===== src/hw/rtl/rmsl_pkg.sv =====
// shared constants, types and control bundles of the rms level smoother
// depends on nothing; every other file refers to it by scoped names
`default_nettype none

package rmsl_pkg;

    // field widths
    localparam int SAMPLE_BITS   = 16;
    localparam int MAG_BITS      = SAMPLE_BITS + 1;
    localparam int GAIN_BITS     = 4;
    localparam int SCALED_BITS   = 19;
    localparam int SUM_BITS      = 50;
    localparam int COUNT_BITS    = 13;
    localparam int MAX_FRAMES    = 4096;
    localparam int ALPHA_BITS    = 17;
    localparam int RMS_BITS      = 36;
    localparam int LEVEL_BITS    = 19;

    // square-accumulate digit loop
    localparam int ACC_DIGIT     = 5;
    localparam int ACC_DIGITS    = 4;
    localparam int MCAND_BITS    = SCALED_BITS + ACC_DIGIT * (ACC_DIGITS - 1);
    localparam int MPLIER_BITS   = ACC_DIGIT * ACC_DIGITS;
    localparam int PP_BITS       = MCAND_BITS + ACC_DIGIT;

    // divide and square root loop
    localparam int ROOT_BITS     = 41;
    localparam int ROOT_STEPS    = ROOT_BITS;
    localparam int SREM_BITS     = ROOT_BITS + 1;

    // smoothing digit loop
    localparam int SM_DIGIT      = 6;
    localparam int SM_DIGITS     = 3;
    localparam int SM_MUL_BITS   = SM_DIGIT * SM_DIGITS;
    localparam int SM_SH_BITS    = RMS_BITS + SM_DIGIT * (SM_DIGITS - 1);
    localparam int SM_ACC_BITS   = RMS_BITS + 16;
    localparam int SM_FRAC_BITS  = 16;

    localparam int STEP_BITS     = 6;

    localparam logic [ALPHA_BITS-1:0] ALPHA_ONE   = ALPHA_BITS'(65536);
    localparam logic [SM_ACC_BITS-1:0] ROUND_HALF = SM_ACC_BITS'(32768);

    // configuration port
    localparam int CFG_INDEX_BITS = 2;
    localparam int CFG_DATA_BITS  = 17;
    localparam logic [CFG_INDEX_BITS-1:0] CFG_INPUT_GAIN   = CFG_INDEX_BITS'(0);
    localparam logic [CFG_INDEX_BITS-1:0] CFG_SMOOTH_ALPHA = CFG_INDEX_BITS'(1);
    localparam logic [GAIN_BITS-1:0]  GAIN_RESET  = GAIN_BITS'(5);
    localparam logic [ALPHA_BITS-1:0] ALPHA_RESET = ALPHA_BITS'(4588);

    // sequencer states
    typedef enum logic [2:0] {
        ST_IDLE,
        ST_MUL,
        ST_LOAD,
        ST_ROOT,
        ST_SM_LOAD,
        ST_SMOOTH,
        ST_PUSH
    } state_t;

    // control bundles from the sequencer to the lanes
    typedef struct packed {
        logic load;
        logic zero;
        logic step;
        logic last;
        logic clear;
    } acc_ctrl_t;

    typedef struct packed {
        logic load;
        logic step;
    } root_ctrl_t;

    typedef struct packed {
        logic load;
        logic step;
        logic last;
    } sm_ctrl_t;

endpackage

`default_nettype wire


===== src/hw/rtl/rmsl_root.sv =====
// one channel lane: bit-serial divide of sum by frame count, fed straight
// into a one-bit-per-cycle square root; depends on rmsl_pkg
`default_nettype none

module rmsl_root (
    input  logic                                clk,
    input  logic                                rst_n,
    input  rmsl_pkg::root_ctrl_t                ctrl,
    input  logic [rmsl_pkg::SUM_BITS-1:0]       sum,
    input  logic [rmsl_pkg::COUNT_BITS-1:0]     count,
    output logic [rmsl_pkg::RMS_BITS-1:0]       rms
);

    logic [rmsl_pkg::SUM_BITS-1:0]      dvd_reg;
    logic [rmsl_pkg::COUNT_BITS-1:0]    dvs_reg;
    logic [rmsl_pkg::COUNT_BITS-1:0]    drem_reg;
    logic                               nz_reg;
    logic [rmsl_pkg::SREM_BITS-1:0]     srem_reg;
    logic [rmsl_pkg::ROOT_BITS-1:0]     root_reg;

    logic [rmsl_pkg::COUNT_BITS:0]      r1;
    logic [rmsl_pkg::COUNT_BITS:0]      r1s;
    logic                               q1;
    logic [rmsl_pkg::COUNT_BITS:0]      r2;
    logic [rmsl_pkg::COUNT_BITS:0]      r2s;
    logic                               q2;
    logic [rmsl_pkg::SREM_BITS+1:0]     sq_rem;
    logic [rmsl_pkg::SREM_BITS+1:0]     trial;
    logic [rmsl_pkg::SREM_BITS+1:0]     sq_diff;
    logic                               ge;

    // two restoring divide steps give the next radicand bit pair
    assign r1  = {drem_reg, dvd_reg[rmsl_pkg::SUM_BITS-1]};
    assign q1  = r1 >= {1'b0, dvs_reg};
    assign r1s = q1 ? (r1 - {1'b0, dvs_reg}) : r1;
    assign r2  = {r1s[rmsl_pkg::COUNT_BITS-1:0], dvd_reg[rmsl_pkg::SUM_BITS-2]};
    assign q2  = r2 >= {1'b0, dvs_reg};
    assign r2s = q2 ? (r2 - {1'b0, dvs_reg}) : r2;

    // one square root digit
    assign sq_rem  = {srem_reg, q1 & nz_reg, q2 & nz_reg};
    assign trial   = (rmsl_pkg::SREM_BITS + 2)'({root_reg, 2'b01});
    assign ge      = sq_rem >= trial;
    assign sq_diff = sq_rem - trial;

    always_ff @(posedge clk)
    begin
        if (ctrl.load)
        begin
            dvd_reg  <= sum;
            dvs_reg  <= count;
            drem_reg <= '0;
        end
        else if (ctrl.step)
        begin
            dvd_reg  <= dvd_reg << 2;
            drem_reg <= r2s[rmsl_pkg::COUNT_BITS-1:0];
        end
    end

    always_ff @(posedge clk or negedge rst_n)
    begin
        if (!rst_n)
        begin
            nz_reg   <= 1'b0;
            srem_reg <= '0;
            root_reg <= '0;
        end
        else if (ctrl.load)
        begin
            nz_reg   <= count != '0;
            srem_reg <= '0;
            root_reg <= '0;
        end
        else if (ctrl.step)
        begin
            srem_reg <= ge ? sq_diff[rmsl_pkg::SREM_BITS-1:0]
                           : sq_rem[rmsl_pkg::SREM_BITS-1:0];
            root_reg <= {root_reg[rmsl_pkg::ROOT_BITS-2:0], ge};
        end
    end

    // saturate to the rms width
    assign rms = (|root_reg[rmsl_pkg::ROOT_BITS-1:rmsl_pkg::RMS_BITS])
                 ? {rmsl_pkg::RMS_BITS{1'b1}} : root_reg[rmsl_pkg::RMS_BITS-1:0];

endmodule

`default_nettype wire


===== config.mk =====
export PLATFORM = sky130hd
export DESIGN_NAME = rmsl_root
export DESIGN_NICKNAME = d
export VERILOG_FILES = /design/src/hw/rtl/rmsl_pkg.sv /design/src/hw/rtl/rmsl_root.sv
export SDC_FILE = /design/constraint.sdc
export NUM_CORES = 1
export LEC_CHECK = 0
export BUFFER_PORTS_ARGS = -buffer_cell sky130_fd_sc_hd__buf_2
export CORE_ASPECT_RATIO = 1.25
export CORE_MARGIN = 2
export CORE_UTILIZATION = 53
export DETAILED_ROUTE_END_ITERATION = 6
export PLACE_DENSITY_LB_ADDON = 0.25
export SYNTH_ARGS = -nofsm -noshare
export SYNTH_HDL_FRONTEND = slang
export SYNTH_SLANG_ARGS = --single-unit

===== constraint.sdc =====
create_clock -name clk -period 6.95 [get_ports clk]
set_input_delay 0.3475 -clock clk [delete_from_list [all_inputs] [get_ports clk]]
set_output_delay 0.3475 -clock clk [all_outputs]
set_load 0.02 [all_outputs]

==> results.sh <==
export IMPL_crit_top_cell="ha_1"
export IMPL_worst_hold_slack_ns=0.0866
export IMPL_die_x_um=132
export IMPL_setup_slack_ns=0.376
export IMPL_clock_latency_ns=0.45
export IMPL_worstHoldPathType="input port to flip-flop"
export IMPL_critPathArrivalTime_ns=6.86
export IMPL_cts_root_buffer="clkbuf_16"
export IMPL_crit_path_end_kind="flip-flop"
export IMPL_via_per_inst=5.74
export IMPL_layout_common_cells="nand2_1 (149), nor2_1 (125), buf_2 (99)"
export IMPL_tns_ns=0
export IMPL_outcome="finished clean"
export IMPL_core_mm2=0.0200
export IMPL_setup_violations=0
export IMPL_rsz0062_at_grt="false"
export IMPL_async_flop_share=0.525
export IMPL_yosysTopAreaCell="dfrtp_1"
export IMPL_clkTransAtPathRegs_ns=0.07
export IMPL_grt_pass1_vias=8649
export IMPL_synthesis_nets=1316
export IMPL_drtAntennaViolNets=0
export IMPL_initial_core_util=0.539
export IMPL_final_common_cell="nand2_1"
export IMPL_p_leak_nw=5.66
export IMPL_drv_cap=0
export IMPL_cts_buffers_inserted=17
export IMPL_num_antenna_cells=0
export IMPL_synth_ff_latch_count=160
export IMPL_dr_pass1_iters=4
export IMPL_crit_fanout=38
export IMPL_critPathMaxStageDelay_ns=0.55
export IMPL_track_usage=0.239
export IMPL_drive_gt1_frac=0.169
export IMPL_fp_row_count=58
export IMPL_largest_reg_flops=50
export IMPL_utilization=0.605
export IMPL_yosysUniqueCellTypes=69
export IMPL_drc=0
export IMPL_slew_headroom=0.271
export IMPL_grt_pass1_wl_um=41700
export IMPL_clock_path_buffers=2
export IMPL_wl_per_cell_um=16.7
export IMPL_yosys_warnings=0
export IMPL_overflow=0
export IMPL_ys_seq_area_frac=0.394
export IMPL_cpLargestDelayFamily="compound AO/OA/AOI/OAI gates"
export IMPL_crit_path_top_delay_cell="or4b_1"
export IMPL_avgSynthCellArea_um2=9.16
export IMPL_vias=8818
export IMPL_crit_path_start_kind="flip-flop"
export IMPL_nNetsFinal=1390
export IMPL_drv_slew=0
export IMPL_synth_flop_cell="dfrtp_1"
export IMPL_fin_cells=1535
export IMPL_die_area_mm2=0.0215
export IMPL_power_density_mw_per_mm2=468
export IMPL_drt_iter0_drc=596
export IMPL_n_fill_cell=1809
export IMPL_syn_area_mm2=0.0108
export IMPL_crit_required_ns=7.23
export IMPL_htree_levels=4
export IMPL_timing_final_crit_period_ns=6.57
export IMPL_hpwl_um=18300
export IMPL_cp_num_buf_inv=3
export IMPL_timing_final_hold_violations=0
export IMPL_antenna_found_initial=0
export IMPL_place_ws_ns=0.299
export IMPL_timing_fmax_ghz=0.152
export IMPL_vdd_ir_drop_max_v=0.000305
export IMPL_syn_to_final_growth_pct=12.3
export IMPL_synth_edf_count=63
export IMPL_wl_um=25600
export IMPL_port_buffers=102
export IMPL_synth_cells=1178
export IMPL_place_inst=1502
export IMPL_die_h_um=164
export IMPL_cts_tree="done"
export IMPL_clkSinkCount=160
export IMPL_io_pins=103
export IMPL_path_class="flip-flop to flip-flop"
export IMPL_gp_congestion=0.924
export IMPL_synth_area_top_cells="dfrtp_1 (19%), edfxtp_1 (18%), ha_1 (8.0%)"
export IMPL_finalClockSkew_ns=0.0124
export IMPL_synth_top_cell_area_share=0.195
export IMPL_grt_max_degree=80
export IMPL_tightestPinTransition_ns=1.09
export IMPL_min_period_over_period=0.946
export IMPL_postCtsSetupBuffers=0
==> cell type report <==
type                       count  area, µm²  share of cell area
tap                          270        338              0.0279
timing repair buffer         111        596              0.0492
multi-input combinational    884       6000               0.496
sequential                   160       4250               0.351
clock buffer                  17        425              0.0351
inverter                      78        298              0.0246
clock inverter                15        199              0.0164
==> per-layer routing <==
metal / share of wire / GRT usage
met1: 0.42 / 0.287
met4: 0.022 / 0.0830
met5: 0 / 0
met3: 0.037 / 0.0441
met2: 0.52 / 0.431
==> cells in the mapped netlist, types with 4 or more instances <==
cell      instances
xnor2_1          28
nand3_1          24
o31ai_1           4
o21ai_0          59
nor4_1            6
xor2_1           18
inv_1            77
nand2b_1          9
dfrtp_1          84
clkbuf_1         31
buf_2            14
a21boi_0          5
o21bai_1          6
nand2_1         149
nor2_1          126
ha_1             69
a21o_1           27
mux2i_1          48
a211oi_1         21
dfxtp_1          13
a311oi_1         33
o211ai_1          7
a31oi_1           9
nand4_1          14
and2_1            5
o21ai_1           4
buf_1             5
o21a_1            6
buf_6             4
nor3_1           23
nor2b_1          10
and3_1            6
o31a_1            5
a211o_1           7
a21oi_1          55
edfxtp_1         63
mux2_2           52
or3_1             8
==> through the flow <==
stage | total power [mW] | instance area [µm²]
6_report | 5.67 | 12100
3_5_place_dp | 4.64 | 11500
3_3_place_gp | 4.60 | 11500
5_1_grt | 6.10 | 12100
2_1_floorplan | 3.97 | 10800
4_1_cts | 5.64 | 12100
==> logic make-up (layout without fill, tap and decap cells) <==
family,Yosys count,in the layout,synth area share
AND/OR/NAND/NOR,398,398,0.166
AO/OA/AOI/OAI,269,269,0.168
flip-flops,160,160,0.394
buffers and inverters,134,221,0.0520
multiplexers,100,100,0.0988
adder cells (fa/ha/maj),71,71,0.0837
XOR/XNOR,46,46,0.0374
==> worst register-to-register path: stages, from the launching register on <==
cell and delay (ns):
edfxtp_1 0.42, ha_1 0.22, inv_1 0.07, fa_1 0.22, a211o_1 0.17, a21oi_2 0.08, a2111oi_2 0.47, o32a_2 0.32
mux2_2 0.36, ha_1 0.32, a21oi_1 0.20, o22ai_1 0.19, o311a_1 0.36, nor3_1 0.19, buf_4 0.17, o211ai_2 0.09
nand2_1 0.10, ha_1 0.17, nor2b_1 0.07, o31a_1 0.30, o21ai_2 0.24, a311oi_1 0.17, or4b_1 0.55, and3_4 0.21
buf_4 0.27, and2_1 0.24, mux2i_1 0.14, a311oi_1 0.10
==> report_power, final <==
part           internal (mW)  leakage (nW)  switching, mW
sequential              1.15          1.88          0.130
combinational           1.38          3.48           2.03
clock                  0.496         0.302          0.481
==> path summary, 6_finish.rpt <==
path	cells past startpoint	from	slack, ns	end
worst max-delay path	27	dvs_reg[0]	0.38	srem_reg[35]
worst min-delay path	1	count[8]	0.09	dvs_reg[8]
worst max register to register	27	dvs_reg[0]	0.38	srem_reg[35]
worst min register to register	2	drem_reg[2]	0.51	drem_reg[2]
max in group asynchronous	3	rst_n	5.51	srem_reg[24]
min in group asynchronous	2	rst_n	0.44	root_reg[29]
==> timing repair <==
action	in CTS	in global routing
hold endpoints to repair	39	0
gates resized for setup	0	7
hold buffers	1	0
setup endpoints to repair	0	43
No activity file was read; power rests on OpenSTA's default activity.
