==> config.mk <==
export PLATFORM = sky130hd
export DESIGN_NAME = rmsl_smooth
export DESIGN_NICKNAME = d
export VERILOG_FILES = /design/src/hw/rtl/rmsl_pkg.sv /design/src/hw/rtl/rmsl_smooth.sv
export SDC_FILE = /design/constraint.sdc
export NUM_CORES = 2
export LEC_CHECK = 0
export BUFFER_PORTS_ARGS = -buffer_cell sky130_fd_sc_hd__buf_2
export CORE_ASPECT_RATIO = 0.9
export CORE_MARGIN = 2
export CORE_UTILIZATION = 48
export DETAILED_ROUTE_END_ITERATION = 12
export HOLD_SLACK_MARGIN = 0.06
export SLEW_MARGIN = 15
export SYNTH_ARGS = -nofsm -noshare
export SYNTH_HDL_FRONTEND = slang
export SYNTH_SLANG_ARGS = --single-unit
==> constraint.sdc <==
create_clock -name clk -period 18.75 [get_ports clk]
set_clock_uncertainty 0.1 [all_clocks]
set_input_delay 3.75 -clock clk [delete_from_list [all_inputs] [get_ports clk]]
set_output_delay 3.75 -clock clk [all_outputs]
set_load 0.005 [all_outputs]
==> src/hw/rtl/rmsl_pkg.sv <==
// shared constants, types and control bundles of the rms level smoother
// depends on nothing; every other file refers to it by scoped names
`default_nettype none

package rmsl_pkg;

    // field widths
    localparam int SAMPLE_BITS   = 16;
    localparam int MAG_BITS      = SAMPLE_BITS + 1;
    localparam int GAIN_BITS     = 4;
    localparam int SCALED_BITS   = 19;
    localparam int SUM_BITS      = 50;
    localparam int COUNT_BITS    = 13;
    localparam int MAX_FRAMES    = 4096;
    localparam int ALPHA_BITS    = 17;
    localparam int RMS_BITS      = 36;
    localparam int LEVEL_BITS    = 19;

    // square-accumulate digit loop
    localparam int ACC_DIGIT     = 5;
    localparam int ACC_DIGITS    = 4;
    localparam int MCAND_BITS    = SCALED_BITS + ACC_DIGIT * (ACC_DIGITS - 1);
    localparam int MPLIER_BITS   = ACC_DIGIT * ACC_DIGITS;
    localparam int PP_BITS       = MCAND_BITS + ACC_DIGIT;

    // divide and square root loop
    localparam int ROOT_BITS     = 41;
    localparam int ROOT_STEPS    = ROOT_BITS;
    localparam int SREM_BITS     = ROOT_BITS + 1;

    // smoothing digit loop
    localparam int SM_DIGIT      = 6;
    localparam int SM_DIGITS     = 3;
    localparam int SM_MUL_BITS   = SM_DIGIT * SM_DIGITS;
    localparam int SM_SH_BITS    = RMS_BITS + SM_DIGIT * (SM_DIGITS - 1);
    localparam int SM_ACC_BITS   = RMS_BITS + 16;
    localparam int SM_FRAC_BITS  = 16;

    localparam int STEP_BITS     = 6;

    localparam logic [ALPHA_BITS-1:0] ALPHA_ONE   = ALPHA_BITS'(65536);
    localparam logic [SM_ACC_BITS-1:0] ROUND_HALF = SM_ACC_BITS'(32768);

    // configuration port
    localparam int CFG_INDEX_BITS = 2;
    localparam int CFG_DATA_BITS  = 17;
    localparam logic [CFG_INDEX_BITS-1:0] CFG_INPUT_GAIN   = CFG_INDEX_BITS'(0);
    localparam logic [CFG_INDEX_BITS-1:0] CFG_SMOOTH_ALPHA = CFG_INDEX_BITS'(1);
    localparam logic [GAIN_BITS-1:0]  GAIN_RESET  = GAIN_BITS'(5);
    localparam logic [ALPHA_BITS-1:0] ALPHA_RESET = ALPHA_BITS'(4588);

    // sequencer states
    typedef enum logic [2:0] {
        ST_IDLE,
        ST_MUL,
        ST_LOAD,
        ST_ROOT,
        ST_SM_LOAD,
        ST_SMOOTH,
        ST_PUSH
    } state_t;

    // control bundles from the sequencer to the lanes
    typedef struct packed {
        logic load;
        logic zero;
        logic step;
        logic last;
        logic clear;
    } acc_ctrl_t;

    typedef struct packed {
        logic load;
        logic step;
    } root_ctrl_t;

    typedef struct packed {
        logic load;
        logic step;
        logic last;
    } sm_ctrl_t;

endpackage

`default_nettype wire

==> src/hw/rtl/rmsl_smooth.sv <==
// one channel lane: smoothed level register and its digit-serial update
// level = (level*(1-alpha) + rms*alpha) rounded; depends on rmsl_pkg
`default_nettype none

module rmsl_smooth (
    input  logic                                clk,
    input  logic                                rst_n,
    input  rmsl_pkg::sm_ctrl_t                  ctrl,
    input  logic [rmsl_pkg::RMS_BITS-1:0]       rms,
    input  logic [rmsl_pkg::ALPHA_BITS-1:0]     alpha,
    output logic [rmsl_pkg::LEVEL_BITS-1:0]     level
);

    logic [rmsl_pkg::ALPHA_BITS-1:0]    alpha_eff;
    logic [rmsl_pkg::ALPHA_BITS-1:0]    beta;
    logic [rmsl_pkg::SM_SH_BITS-1:0]    lvl_sh_reg;
    logic [rmsl_pkg::SM_SH_BITS-1:0]    rms_sh_reg;
    logic [rmsl_pkg::SM_MUL_BITS-1:0]   a_mul_reg;
    logic [rmsl_pkg::SM_MUL_BITS-1:0]   b_mul_reg;
    logic [rmsl_pkg::SM_ACC_BITS-1:0]   acc_reg;
    logic [rmsl_pkg::SM_ACC_BITS-1:0]   acc_next;
    logic [rmsl_pkg::SM_ACC_BITS-1:0]   pp_l;
    logic [rmsl_pkg::SM_ACC_BITS-1:0]   pp_r;
    logic [rmsl_pkg::RMS_BITS-1:0]      smooth_reg;

    // weights, alpha above one acts as one
    assign alpha_eff = alpha[rmsl_pkg::ALPHA_BITS-1] ? rmsl_pkg::ALPHA_ONE : alpha;
    assign beta      = rmsl_pkg::ALPHA_ONE - alpha_eff;

    // two partial products per digit
    assign pp_l     = rmsl_pkg::SM_ACC_BITS'(lvl_sh_reg)
                      * rmsl_pkg::SM_ACC_BITS'(b_mul_reg[rmsl_pkg::SM_DIGIT-1:0]);
    assign pp_r     = rmsl_pkg::SM_ACC_BITS'(rms_sh_reg)
                      * rmsl_pkg::SM_ACC_BITS'(a_mul_reg[rmsl_pkg::SM_DIGIT-1:0]);
    assign acc_next = acc_reg + pp_l + pp_r;

    always_ff @(posedge clk)
    begin
        if (ctrl.load)
        begin
            lvl_sh_reg <= rmsl_pkg::SM_SH_BITS'(smooth_reg);
            rms_sh_reg <= rmsl_pkg::SM_SH_BITS'(rms);
            a_mul_reg  <= rmsl_pkg::SM_MUL_BITS'(alpha_eff);
            b_mul_reg  <= rmsl_pkg::SM_MUL_BITS'(beta);
            acc_reg    <= rmsl_pkg::ROUND_HALF;
        end
        else if (ctrl.step)
        begin
            lvl_sh_reg <= lvl_sh_reg << rmsl_pkg::SM_DIGIT;
            rms_sh_reg <= rms_sh_reg << rmsl_pkg::SM_DIGIT;
            a_mul_reg  <= a_mul_reg >> rmsl_pkg::SM_DIGIT;
            b_mul_reg  <= b_mul_reg >> rmsl_pkg::SM_DIGIT;
            acc_reg    <= acc_next;
        end
    end

    // smoothed level, Q20.16
    always_ff @(posedge clk or negedge rst_n)
    begin
        if (!rst_n)
        begin
            smooth_reg <= '0;
        end
        else if (ctrl.step && ctrl.last)
        begin
            smooth_reg <= acc_next[rmsl_pkg::SM_ACC_BITS-1:rmsl_pkg::SM_FRAC_BITS];
        end
    end

    // integer part, saturated
    assign level = smooth_reg[rmsl_pkg::RMS_BITS-1]
                   ? {rmsl_pkg::LEVEL_BITS{1'b1}}
                   : smooth_reg[rmsl_pkg::RMS_BITS-2:rmsl_pkg::SM_FRAC_BITS];

endmodule

`default_nettype wire

==> summary.md <==
| Metric | Value |
|---|---|
| Endpoints failing setup | `0` |
| TritonCTS buffer count | `29` |
| Max cap viols | `0` |
| Post-synthesis compound-gate area fraction | `approximately 6.1%` |
| Leading area contributor after synthesis | `fa_1` |
| Initial Util | `48.8%` |
| RSZ-0062 raised after global routing | `false` |
| CTS root buf | `clkbuf_16` |
| First-pass DRT Iterations | `6` |
| Layout filler cell count | `a little over 5,000` |
| Crit path kind | `reg2reg` |
| Top-count cell post-synth | `inv_1` |
| DRT Wirelength | `approximately 73,000 um` |
| Share of cells above drive strength 1 | `~9.7%` |
| Worst slew pin tran | `about 1.0 ns` |
| Gr busiest metal | `met2` |
| Area delta synth->final | `7.24%` |
| Met1 usage | `roughly two fifths` |
| Residual DRC count | `0` |
| CTS resizes | `0` |
| GRT Residual Overflow | `0` |
| R2R Setup Slk | `12.07 ns` |
| Max stage delay cell, worst path | `edfxtp_1` |
| Final net count | `between 3,000 and 4,000` |
| Max reg flops | `52` |
| Vias | `just under 20,000` |
| Multiplexer share of the synthesized area | `between 5 and 6%` |
| Status | `complete, no violations` |
| Post-Synth Simple-Gate Area | `15.1%` |
| Area of the multi-input gates | `between 15,000 and 20,000 um^2` |
| CTS tree | `yes` |
| Sum Neg Setup Slack | `0 ns` |
| Hold/Removal Path Class | `reg2reg` |
| FFs w/ async S/R, synth | `between 10% and 20%` |
| Final instance area | `roughly 29,000 um^2` |
| Gr usage total | `a little over a quarter` |
| Largest family of logic cells by synthesized area | `adder cells` |
| Crit Reg-Reg Endpoint | `acc_reg[46]$_SDFFE_PP0P_` |
| Die W | `between 200 and 300 um` |
| Ys flop type | `edfxtp_1` |
| CP endpoint kind | `flip-flop` |
| Mapped Nets | `between 3,000 and 4,000` |
| R2R cell count | `19` |
| Htree depth | `1` |
| Top Ports | `77` |
| Final GP Congestion | `between 0.9 and 1` |
| Met2 GRT Util | `about 40%` |
| Most instantiated cells after synthesis | `inv_1, fa_1, nand2_1` |
| Mapped cell area | `roughly 27,000 um^2` |
| Mapped Cells | `2,823` |
| Initial antenna violation count | `0` |
| CTS Hold Bufs | `0` |
| EDFF count, synth | `between 100 and 150` |
| Pins Over Slew Limit | `0` |
| WP data required | `about 19 ns` |
| Ys Warns | `0` |
| Crit path launch | `b_mul_reg[4]$_DFFE_PP_` |
| Die area | `58,700 um^2` |
| Num rows | `82` |
| Cells along the critical path | `buf_4, and2_1, fa_1, fa_1, fa_1, fa_1, inv_1, fa_1, inv_1, ha_1, a211oi_1, o21ai_0, a21boi_1, a22oi_1, a21boi_1, a31o_2, a21boi_1, or4_1, o211ai_1` |
| Clock Tree Buf Depth | `3` |
| Final Hold Fails | `0` |
| Placed Instance Area | `between 20,000 and 30,000 um^2` |
| Core ar. | `approximately 56,000 um^2` |
| Avg Cell Area, Syn | `about 9.7 um^2` |
| Minimum clock period | `about 6.7 ns` |
| Worst setup path end | `acc_reg[46]$_SDFFE_PP0P_` |
| Most used cell, CP | `fa_1` |
| First-pass GRT wire length | `between 100,000 and 150,000 um` |
| Normalized max-slew margin | `a little under a third` |
| Register area | `~5600 um^2` |
| Arr. time, crit path | `~7.1 ns` |
| Vias in the first global route | `20,800` |
| Synthesis-stage register bit count | `218` |
| RR Startpoint | `b_mul_reg[4]$_DFFE_PP_` |
| Setup crit start kind | `flip-flop` |
| Clk_lat worst skew | `~0.6 ns` |
| Netlist cell types | `a little over 70` |
| Period utilization | `between 30% and 40%` |
| Synth area leaders | `fa_1, edfxtp_1, inv_1` |
| Routed wire per std cell | `approximately 20 um` |
| Port bufs | `76` |
| Synth Area in XOR/XNOR | `between 1.5 and 2%` |
| Post-CTS setup buffer count | `0` |
| Clock transition at path regs | `about 0.07 ns` |
| GR Util met3 | `4.21%` |
| DR vias/cell | `~5.4` |
| Initial drt markers | `roughly 1,400` |
| Seq/Total Area, Yosys | `approximately a fifth` |
| HPWL after detailed placement | `54,800 um` |
| Die height | `approximately 230 um` |
| ANT nets after route | `0` |
| Largest net degree at the start of global routing | `68` |
| Max frequency | `150 MHz` |
| CP max FO | `37` |
| Synth Area in Adders | `roughly two fifths` |
| Top cell type's share of synthesized area | `~38%` |
| Critical Path Max Stage Delay | `roughly 0.66 ns` |
| CTS Sinks | `approximately 220` |
==> layout by cell type (no fill, tap or decap), types with 10 or more instances in the layout <==
master / Yosys / layout
inv_1: 578 / 577
fa_1: 514 / 514
nand2_1: 430 / 430
and2_1: 231 / 231
edfxtp_1: 106 / 106
nor2_1: 100 / 100
mux2_2: 92 / 92
dfxtp_1: 76 / 76
buf_2: 6 / 74
ha_1: 73 / 73
a21oi_1: 62 / 62
mux2i_1: 50 / 50
xnor2_1: 41 / 41
o21ai_0: 37 / 37
dfrtp_1: 36 / 36
clkbuf_16: 0 / 30
a21o_1: 27 / 27
nand3_1: 26 / 26
or2_2: 22 / 22
buf_4: 1 / 19
xor2_1: 16 / 16
nor2b_1: 15 / 15
nand4_1: 15 / 15
o21bai_1: 11 / 11
o211ai_1: 10 / 10
nor3_1: 10 / 10
a211oi_1: 10 / 10
a31oi_1: 10 / 10
a22o_1: 10 / 10
==> metal layers <==
metal  share of wire [%]  vias up
met5                   0        -
met4                 2.3        0
met3                 7.1       95
met2                  45      677
met1                  46     9995
li1                    -     8593
==> how the worst min path moves through the flow <==
stage                                from                         end  slack (ns)  cells after the start
5_1_grt        smooth_reg[15]$_DFFE_PN0P_  smooth_reg[15]$_DFFE_PN0P_        0.39                      2
2_1_floorplan    acc_reg[49]$_SDFFE_PP0P_    acc_reg[49]$_SDFFE_PP0P_        0.34                      1
4_1_cts          acc_reg[12]$_SDFFE_PP0P_    acc_reg[12]$_SDFFE_PP0P_        0.37                      2
3_3_place_gp      acc_reg[6]$_SDFFE_PP0P_     acc_reg[6]$_SDFFE_PP0P_        0.35                      2
6_report         acc_reg[12]$_SDFFE_PP0P_    acc_reg[12]$_SDFFE_PP0P_        0.36                      2
3_5_place_dp     acc_reg[12]$_SDFFE_PP0P_    acc_reg[12]$_SDFFE_PP0P_        0.36                      2
==> critical path, delay by kind of cell (launching register included) <==
kind | cells | cell delay (ns)
fa+ha+maj | 6 | 2.77
compound gates | 8 | 1.73
simple gates | 2 | 0.65
flops | 1 | 0.66
buf+inv | 3 | 0.63
==> cells by family (layout without fill, tap and decap cells) <==
family                   after synthesis  after routing
AO/OA/AOI/OAI                        245            245
XOR/XNOR                              57             57
adder cells (fa/ha/maj)              587            587
buffers and inverters                702            726
flip-flops                           218            218
multiplexers                         142            142
other                                  0              1
AND/OR/NAND/NOR                      872            872
==> metrics by stage <==
step	util [%]	instances	hold slack, ns	setup WS [ns]
final	52.3	3604	0.363	12.07
after global routing	52.3	3603	0.392	11.69
after CTS	52.3	3603	0.367	12.18
after detailed placement	50.6	3549	0.356	12.22
after global placement	50.6	3549	0.353	12.32
after floorplan	-	2823	0.335	11.76
==> layout make-up <==
cell class                      count  share of cell area, %
Sequential cell                   218                   19.2
Antenna cell                        1                0.00856
Multi-Input combinational cell   1903                   65.0
Timing Repair Buffer               94                   1.79
Tap cell                          756                   3.23
Clock inverter                     17                  0.569
Inverter                          578                   7.43
Clock buffer                       37                   2.77
Power is not shown: default switching activity piles up to over one toggle a cycle in this logic, so the estimate is an artifact.
