==> config.mk <==
export PLATFORM = sky130hd
export DESIGN_NAME = rmsl_sq_acc
export DESIGN_NICKNAME = d
export VERILOG_FILES = /design/src/hw/rtl/rmsl_pkg.sv /design/src/hw/rtl/rmsl_sq_acc.sv
export SDC_FILE = /design/constraint.sdc
export NUM_CORES = 1
export LEC_CHECK = 0
export BUFFER_PORTS_ARGS = -buffer_cell sky130_fd_sc_hd__buf_2
export CORE_UTILIZATION = 30
export CTS_CLUSTER_DIAMETER = 150
export DETAILED_ROUTE_END_ITERATION = 12
export GPL_TIMING_DRIVEN = 1
export HOLD_SLACK_MARGIN = 0.03
export PLACE_DENSITY = 0.54
export SLEW_MARGIN = 20
export SYNTH_ARGS = -nofsm -noshare
export SYNTH_HDL_FRONTEND = slang
export SYNTH_SLANG_ARGS = --single-unit
==> constraint.sdc <==
create_clock -name clk -period 5.1 [get_ports clk]
set_input_delay 1.02 -clock clk [delete_from_list [all_inputs] [get_ports clk]]
set_output_delay 1.02 -clock clk [all_outputs]
set_load 0.005 [all_outputs]
==> src/hw/rtl/rmsl_pkg.sv <==
// shared constants, types and control bundles of the rms level smoother
// depends on nothing; every other file refers to it by scoped names
`default_nettype none

package rmsl_pkg;

    // field widths
    localparam int SAMPLE_BITS   = 16;
    localparam int MAG_BITS      = SAMPLE_BITS + 1;
    localparam int GAIN_BITS     = 4;
    localparam int SCALED_BITS   = 19;
    localparam int SUM_BITS      = 50;
    localparam int COUNT_BITS    = 13;
    localparam int MAX_FRAMES    = 4096;
    localparam int ALPHA_BITS    = 17;
    localparam int RMS_BITS      = 36;
    localparam int LEVEL_BITS    = 19;

    // square-accumulate digit loop
    localparam int ACC_DIGIT     = 5;
    localparam int ACC_DIGITS    = 4;
    localparam int MCAND_BITS    = SCALED_BITS + ACC_DIGIT * (ACC_DIGITS - 1);
    localparam int MPLIER_BITS   = ACC_DIGIT * ACC_DIGITS;
    localparam int PP_BITS       = MCAND_BITS + ACC_DIGIT;

    // divide and square root loop
    localparam int ROOT_BITS     = 41;
    localparam int ROOT_STEPS    = ROOT_BITS;
    localparam int SREM_BITS     = ROOT_BITS + 1;

    // smoothing digit loop
    localparam int SM_DIGIT      = 6;
    localparam int SM_DIGITS     = 3;
    localparam int SM_MUL_BITS   = SM_DIGIT * SM_DIGITS;
    localparam int SM_SH_BITS    = RMS_BITS + SM_DIGIT * (SM_DIGITS - 1);
    localparam int SM_ACC_BITS   = RMS_BITS + 16;
    localparam int SM_FRAC_BITS  = 16;

    localparam int STEP_BITS     = 6;

    localparam logic [ALPHA_BITS-1:0] ALPHA_ONE   = ALPHA_BITS'(65536);
    localparam logic [SM_ACC_BITS-1:0] ROUND_HALF = SM_ACC_BITS'(32768);

    // configuration port
    localparam int CFG_INDEX_BITS = 2;
    localparam int CFG_DATA_BITS  = 17;
    localparam logic [CFG_INDEX_BITS-1:0] CFG_INPUT_GAIN   = CFG_INDEX_BITS'(0);
    localparam logic [CFG_INDEX_BITS-1:0] CFG_SMOOTH_ALPHA = CFG_INDEX_BITS'(1);
    localparam logic [GAIN_BITS-1:0]  GAIN_RESET  = GAIN_BITS'(5);
    localparam logic [ALPHA_BITS-1:0] ALPHA_RESET = ALPHA_BITS'(4588);

    // sequencer states
    typedef enum logic [2:0] {
        ST_IDLE,
        ST_MUL,
        ST_LOAD,
        ST_ROOT,
        ST_SM_LOAD,
        ST_SMOOTH,
        ST_PUSH
    } state_t;

    // control bundles from the sequencer to the lanes
    typedef struct packed {
        logic load;
        logic zero;
        logic step;
        logic last;
        logic clear;
    } acc_ctrl_t;

    typedef struct packed {
        logic load;
        logic step;
    } root_ctrl_t;

    typedef struct packed {
        logic load;
        logic step;
        logic last;
    } sm_ctrl_t;

endpackage

`default_nettype wire

==> src/hw/rtl/rmsl_sq_acc.sv <==
// one channel lane: gain scaling, digit-serial squaring and the block sum
// depends on rmsl_pkg for widths and the acc_ctrl_t bundle
`default_nettype none

module rmsl_sq_acc (
    input  logic                                clk,
    input  logic                                rst_n,
    input  rmsl_pkg::acc_ctrl_t                 ctrl,
    input  logic [rmsl_pkg::SAMPLE_BITS-1:0]    sample,
    input  logic [rmsl_pkg::GAIN_BITS-1:0]      gain,
    output logic [rmsl_pkg::SUM_BITS-1:0]       sum
);

    logic [rmsl_pkg::MAG_BITS-1:0]                      sample_ext;
    logic [rmsl_pkg::MAG_BITS-1:0]                      mag;
    logic [rmsl_pkg::MAG_BITS+rmsl_pkg::GAIN_BITS-1:0]  scaled_full;
    logic [rmsl_pkg::SCALED_BITS-1:0]                   scaled;
    logic [rmsl_pkg::MCAND_BITS-1:0]                    mcand_reg;
    logic [rmsl_pkg::MCAND_BITS-1:0]                    mcand_next;
    logic [rmsl_pkg::MPLIER_BITS-1:0]                   mplier_reg;
    logic [rmsl_pkg::MPLIER_BITS-1:0]                   mplier_next;
    logic [rmsl_pkg::PP_BITS-1:0]                       pp;
    logic [rmsl_pkg::SUM_BITS:0]                        sum_add;
    logic [rmsl_pkg::SUM_BITS:0]                        sum_reg;
    logic [rmsl_pkg::SUM_BITS:0]                        sum_next;

    // magnitude of the sample, then gain
    assign sample_ext  = {sample[rmsl_pkg::SAMPLE_BITS-1], sample};
    assign mag         = sample[rmsl_pkg::SAMPLE_BITS-1]
                         ? (~sample_ext + rmsl_pkg::MAG_BITS'(1)) : sample_ext;
    assign scaled_full = (rmsl_pkg::MAG_BITS + rmsl_pkg::GAIN_BITS)'(mag)
                         * (rmsl_pkg::MAG_BITS + rmsl_pkg::GAIN_BITS)'(gain);
    assign scaled      = scaled_full[rmsl_pkg::SCALED_BITS-1:0];

    // one multiplier digit per cycle
    assign pp      = rmsl_pkg::PP_BITS'(mcand_reg)
                     * rmsl_pkg::PP_BITS'(mplier_reg[rmsl_pkg::ACC_DIGIT-1:0]);
    assign sum_add = sum_reg + (rmsl_pkg::SUM_BITS + 1)'(pp);

    // operand shift registers
    always_comb
    begin
        mcand_next  = mcand_reg;
        mplier_next = mplier_reg;
        if (ctrl.load)
        begin
            mcand_next  = ctrl.zero ? '0 : rmsl_pkg::MCAND_BITS'(scaled);
            mplier_next = ctrl.zero ? '0 : rmsl_pkg::MPLIER_BITS'(scaled);
        end
        else if (ctrl.step)
        begin
            mcand_next  = mcand_reg << rmsl_pkg::ACC_DIGIT;
            mplier_next = mplier_reg >> rmsl_pkg::ACC_DIGIT;
        end
    end

    // sum with saturation on the last digit
    always_comb
    begin
        sum_next = sum_reg;
        if (ctrl.clear)
        begin
            sum_next = '0;
        end
        else if (ctrl.step)
        begin
            if (ctrl.last && sum_add[rmsl_pkg::SUM_BITS])
            begin
                sum_next = {1'b0, {rmsl_pkg::SUM_BITS{1'b1}}};
            end
            else
            begin
                sum_next = sum_add;
            end
        end
    end

    always_ff @(posedge clk)
    begin
        mcand_reg  <= mcand_next;
        mplier_reg <= mplier_next;
    end

    always_ff @(posedge clk or negedge rst_n)
    begin
        if (!rst_n)
        begin
            sum_reg <= '0;
        end
        else
        begin
            sum_reg <= sum_next;
        end
    end

    assign sum = sum_reg[rmsl_pkg::SUM_BITS-1:0];

endmodule

`default_nettype wire

==> impl_metrics.env, run 1 <==
export IMPL_status="complete, but fails checks"
export IMPL_violations="negative setup slack"
export IMPL_wl_per_cell_um=15.7
export IMPL_syn_num_nets=1686
export IMPL_synth_cell_types=62
export IMPL_finalWorstSetupSlack_ns=-0.122
export IMPL_cp_end_kind="register"
export IMPL_drc=0
export IMPL_crit_type="register to register"
export IMPL_clock_fmax_mhz=191
export IMPL_power_leakage_nw=8.01
export IMPL_hpwl_mm=26.6
export IMPL_slew_viol_final=0
export IMPL_die_area_um2=44500
export IMPL_fin_crit_sh_pct=102
export IMPL_ys_ff_latch=104
export IMPL_max_slew_margin_pct=17.4
export IMPL_antenna_found_initial=0
export IMPL_vdd_drop_max_v=0.000339
export IMPL_synthArstFlopShare_pct=49.0
export IMPL_core_um2=43100
export IMPL_cts_root_buffer="clkbuf_16"
export IMPL_grt_pass1_vias=11000
export IMPL_syn_inst=1426
export IMPL_worstSkewPairLatency_ns=0.39
export IMPL_synth_area_leaders="fa_1, edfxtp_1, dfrtp_1, and2_1, ha_1"
export IMPL_max_cap_viol_count=0
export IMPL_cts_sinks=104
export IMPL_cp_startpoint="mplier_reg[0]"
export IMPL_first_iter_violations=467
export IMPL_grt_setup_unrepaired="yes"
export IMPL_path_clk_slew_ns=0.08
export IMPL_dieWidth_um=211
export IMPL_numCtsBuffers=9
export IMPL_diodes=0
export IMPL_cp_arrival_ns=5.49
export IMPL_port_buffer_count=76
export IMPL_tns_ns=-0.188
export IMPL_yosysTopAreaCell="fa_1"
export IMPL_crit_reg2reg_launch="mplier_reg[0]"
export IMPL_grt_usage_pct=15.7
export IMPL_grt_pass1_wl_mm=56.2
export IMPL_cts_max_level=3
export IMPL_whs_ns=0.534
export IMPL_startpoint_type="register"
export IMPL_area_growth_pct=30.1
export IMPL_cp_max_fo=6
export IMPL_drt_first_pass_iters=5
export IMPL_finalNetCount=1908
export IMPL_synthTopCellsByCount="inv_1, and2_1, fa_1"
export IMPL_start_util_pct=30.4
export IMPL_powerDensity_nw_per_um2=558
export IMPL_yosysWarnings=0
export IMPL_postCtsHoldBufs=0
export IMPL_critical_path_required_ns=5.37
export IMPL_pre_cts_slack_ns=-0.464
export IMPL_fp_dieH_um=211
export IMPL_drt_total_wl_mm=35.1
export IMPL_setup_viol=4
export IMPL_drive_gt1_share_pct=31.0
export IMPL_clock_path_buffers=2
export IMPL_synth_flop_cell="edfxtp_1"
export IMPL_ant_nets=0
export IMPL_postSynthAreaPerCell_um2=9.19
export IMPL_fin_worst_skew_ns=0.0140
export IMPL_worstHoldStart="mplier_reg[8]"
export IMPL_worstMarginPinSlew_ns=1.24
export IMPL_vias=10500
export IMPL_largest_register_ffs=51
export IMPL_synth_top_cell_area_share_pct=24.9
export IMPL_min_period_ns=5.22
export IMPL_synth_edff_count=53
export IMPL_globalplace_congestion=0.824
export IMPL_synth_area_um2=13100
export IMPL_ios=77
export IMPL_hold_violations=0
export IMPL_yosysMostFrequentCell="inv_1"
export IMPL_tritoncts="built"
export IMPL_rrSetupSlack_ns=-0.12
export IMPL_viasPerCell=4.71
export IMPL_grt_ovfl_total=0
export IMPL_ys_seq_area_share_pct=21.9
export IMPL_grt_max_degree=59
export IMPL_hold_path_class="register to register"
export IMPL_fp_row_count=76
==> worst paths after layout <==
check | endpoint | cells after the start
min in group asynchronous | sum_reg[1] | 2
setup / recovery | sum_reg[36] | 20
hold reg to reg | mplier_reg[3] | 1
hold / removal | mplier_reg[3] | 1
max in group asynchronous | sum_reg[27] | 2
setup reg to reg | sum_reg[36] | 20
==> cells by family (layout without fill, tap and decap cells) <==
kind of cell             count (synthesis)  in the layout  synth area share (%)
other                                    2              2                0.0573
buffers and inverters                  292            519                  9.80
flip-flops                             104            104                  21.9
AO/OA/AOI/OAI                          253            253                  13.0
multiplexers                             2              2                 0.153
XOR/XNOR                                60             60                  4.01
AND/OR/NAND/NOR                        480            480                  19.5
adder cells (fa/ha/maj)                233            233                  31.6
==> through the flow <==
stage	total power [mW]	cell area [um^2]	util, %	cells
global placement	7.37	15200	35.3	2180
CTS	8.60	15900	36.9	2212
floorplan	5.16	13200	-	1426
finish	9.53	17100	39.6	2238
detailed placement	7.43	15200	35.3	2180
global route	10.4	17100	39.6	2238
==> final cells by class <==
type	count	area [um^2]
multi-input cells	1030	10000
well taps	585	732
repair buffers	313	2420
flip-flops and latches	104	2870
clock inverters	7	77.6
clock buffers	9	225
fillers	4247	26000
inverters	190	713
==> power breakdown <==
| part | switching (mW) | internal, mW |
|---|---|---|
| sequential | 0.260 | 1.10 |
| clock | 0.403 | 0.353 |
| combinational | 3.69 | 3.72 |
| total | 4.35 | 5.18 |
==> worst max-delay path, stage by stage, from the launching register on <==
cell and delay [ns]:
edfxtp_1 0.43, buf_6 0.15, buf_12 0.13, and2_1 0.15
fa_1 0.47, fa_1 0.50, inv_1 0.05, fa_1 0.49
inv_2 0.05, ha_4 0.23, buf_12 0.13, a2111oi_4 0.37
o21ai_2 0.12, a31o_1 0.20, a21oi_2 0.19, o21ai_2 0.10
a31o_1 0.22, o221a_4 0.23, a21bo_1 0.17, or4b_1 0.51
a311oi_1 0.23
==> cell usage in the layout (no fill, tap or decap), types with 15 or more instances in the layout <==
cell,instances
xnor2_1,28
a21oi_1,38
nand3_1,15
inv_1,172
inv_2,18
o21ai_0,39
nand2_1,85
nor2_1,78
ha_1,46
xor2_1,23
buf_2,74
and2_4,21
buf_4,201
ha_4,21
dfrtp_1,51
edfxtp_1,53
a21o_1,31
a311oi_1,21
fa_1,159
buf_6,25
nor2b_1,36
and2_1,163
==> routing by layer <==
metal	part of all wire, %	GRT usage, %	up-vias
li1	-	-	5076
met1	46	20.7	5302
met2	51	27.7	143
met3	2.3	1.43	21
met4	1.0	3.25	0
met5	0	0	-
==> timing repair <==
| item | 4_1_cts | 5_1_grt |
|---|---|---|
| cloned | 0 | 3 |
| endpoints found under the setup margin | 50 | 62 |
| setup buffers | 17 | 27 |
| pin swaps | 48 | 111 |
| resized for setup | 58 | 180 |
No activity file was read; power rests on OpenSTA's default activity.
==> run 2: changes to the inputs <==
--- a/config.mk
+++ b/config.mk
@@ -6,12 +6,14 @@
 export NUM_CORES = 1
 export LEC_CHECK = 0
 export BUFFER_PORTS_ARGS = -buffer_cell sky130_fd_sc_hd__buf_2
+export CELL_PAD_IN_SITES_DETAIL_PLACEMENT = 1
+export CELL_PAD_IN_SITES_GLOBAL_PLACEMENT = 1
 export CORE_UTILIZATION = 30
 export CTS_CLUSTER_DIAMETER = 150
 export DETAILED_ROUTE_END_ITERATION = 12
 export GPL_TIMING_DRIVEN = 1
 export HOLD_SLACK_MARGIN = 0.03
-export PLACE_DENSITY = 0.54
+export PLACE_DENSITY = 0.64
 export SLEW_MARGIN = 20
 export SYNTH_ARGS = -nofsm -noshare
 export SYNTH_HDL_FRONTEND = slang
==> run 2 against run 1 <==
Against the previous run:
- the run still ends with negative setup slack left
- utilization about the same
- combinational power about the same
- clock skew increased by 0.0036 ns
- sequential share of layout area about the same
- non-clock buffer count increased by 10
- critical path depth unchanged
- clock-buffer cell count unchanged
- hold slack got worse by 0.051 ns
- highest routed layer unchanged
==> impl_metrics.env, run 2 (same netlist as run 1, synthesis figures left out) <==
export IMPL_status="complete, but fails checks"
export IMPL_violations="negative setup slack"
export IMPL_drc=0
export IMPL_ant_nets=0
export IMPL_viasPerCell=4.82
export IMPL_first_iter_violations=372
export IMPL_grt_pass1_vias=12100
export IMPL_worstMarginPinSlew_ns=0.927
export IMPL_path_clk_slew_ns=0.10
export IMPL_min_period_ns=5.14
export IMPL_grt_usage_pct=18.1
export IMPL_whs_ns=0.483
export IMPL_ios=77
export IMPL_n_fill_cell=4950
export IMPL_drt_first_pass_iters=4
export IMPL_power_leakage_nw=8.01
export IMPL_finalWorstSetupSlack_ns=-0.0373
export IMPL_grt_pass1_wl_mm=63.9
export IMPL_finalNetCount=1918
export IMPL_use_met2_pct=32.6
export IMPL_rr_endpoint="sum_reg[39]"
export IMPL_seq_area_um2=2870
export IMPL_max_cap_viol_count=0
export IMPL_diodes=0
export IMPL_drive_gt1_share_pct=30.1
export IMPL_startpoint_type="register"
export IMPL_start_util_pct=30.4
export IMPL_hold_violations=0
export IMPL_cp_max_fo=9
export IMPL_clock_fmax_mhz=195
export IMPL_setup_viol=5
export IMPL_mostFrequentLayoutCell="buf_4"
export IMPL_postCtsHoldBufs=0
export IMPL_fp_dieH_um=211
export IMPL_largest_register_ffs=51
export IMPL_use_met3_pct=2.05
export IMPL_tritoncts="built"
export IMPL_antenna_found_initial=0
export IMPL_final_cell_mix="buf_4, inv_1, and2_1, fa_1, nand2_1"
export IMPL_use_met1_pct=22.4
export IMPL_hold_path_class="input pin to async pin"
export IMPL_numCtsBuffers=9
export IMPL_drt_total_wl_mm=40.2
export IMPL_wl_per_cell_um=17.9
export IMPL_multi_input_area_um2=9950
export IMPL_slew_viol_final=0
export IMPL_place_area_um2=15300
export IMPL_cts_sinks=104
export IMPL_critical_path_required_ns=5.34
export IMPL_fp_row_count=76
export IMPL_grt_busiest_layer="met2"
export IMPL_powerDensity_nw_per_um2=562
export IMPL_power_total_mw=9.59
export IMPL_cp_arrival_ns=5.38
export IMPL_cts_max_level=3
export IMPL_cp_end_kind="register"
export IMPL_globalplace_congestion=0.839
export IMPL_clock_path_buffers=2
export IMPL_core_um2=43100
export IMPL_grt_max_degree=52
export IMPL_vdd_drop_max_v=0.000334
export IMPL_grt_ovfl_total=0
export IMPL_area_growth_pct=30.2
export IMPL_dieWidth_um=211
export IMPL_port_buffer_count=76
export IMPL_crit_type="register to register"
export IMPL_max_slew_margin_pct=38.2
export IMPL_vias=10800
export IMPL_fin_worst_skew_ns=0.0176
export IMPL_grt_setup_unrepaired="yes"
export IMPL_final_cell_area_um2=17100
export IMPL_die_area_um2=44500
export IMPL_cts_root_buffer="clkbuf_16"
export IMPL_worstSkewPairLatency_ns=0.39
export IMPL_hpwl_mm=30.2
export IMPL_rrSetupSlack_ns=-0.04
export IMPL_crit_reg2reg_launch="mplier_reg[2]"
export IMPL_rr_worst_depth=20
export IMPL_fin_crit_sh_pct=101
run 2: changes by cell type in the layout (fill, tap and decap cells not counted), sizes merged:
cell      previous run  this run
clkbuf              11        10
inv                195       193
clkinvlp             1         0
bufbuf               0         2
buf                311       320
clkinv               1         4
run 2: final cells by class:
class / count / area share, %
Clock buffer: 9 / 1.32
Sequential cell: 104 / 16.8
Tap cell: 585 / 4.29
Timing Repair Buffer: 323 / 14.6
Multi-Input combinational cell: 1030 / 58.2
Clock inverter: 7 / 0.579
Inverter: 190 / 4.18
run 2: worst max-delay path: stages, from the launching register on:
cell      delay, ns
edfxtp_1       0.39
buf_6          0.16
buf_8          0.14
buf_12         0.14
and2_4         0.14
fa_1           0.50
fa_1           0.50
inv_1          0.05
fa_1           0.49
inv_2          0.06
ha_4           0.27
nand4_1        0.17
or4_4          0.58
o211ai_1       0.22
o211ai_1       0.11
buf_4          0.16
a211oi_2       0.21
o21ai_2        0.10
o31ai_2        0.31
mux2i_1        0.22
nor4_1         0.06
run 2: what timing repair did:
action                     4_1_cts  5_1_grt
pin swaps                       83       37
setup buffers                   30        9
cloned                           5        1
resized for setup              115       90
setup endpoints to repair       55       57
run 2: how the worst max path moves through the flow:
stage / startpoint / endpoint / slack [ns] / cells past startpoint
2_1_floorplan: sample[6] / mcand_reg[17] / -0.23 / 18
3_3_place_gp: sample[6] / mcand_reg[17] / -0.42 / 19
3_5_place_dp: sample[0] / mcand_reg[15] / -0.53 / 21
4_1_cts: mplier_reg[0] / sum_reg[36] / -0.07 / 19
5_1_grt: mplier_reg[1] / sum_reg[45] / -0.24 / 20
6_report: mplier_reg[2] / sum_reg[39] / -0.04 / 20
run 2: stage by stage:
stage	instances	util, %	setup slack [ns]	TNS [ns]
global placement	2189	35.5	-0.419	-6.92
global route	2248	39.6	-0.239	-3.24
CTS	2238	38.3	-0.0748	-0.214
detailed placement	2189	35.5	-0.532	-13.76
finish	2248	39.6	-0.0373	-0.101
floorplan	1426	-	-0.230	-0.676
run 2: layer usage:
layer,vias to the layer above,share of wire (%)
met1,5525,43
li1,5088,-
met2,174,52
met3,55,2.7
met4,0,2.5
met5,-,0
run 2: report_power, final:
| part | internal (mW) | switching (mW) |
|---|---|---|
| clock network | 0.360 | 0.425 |
| registers | 1.10 | 0.267 |
| logic | 3.64 | 3.80 |
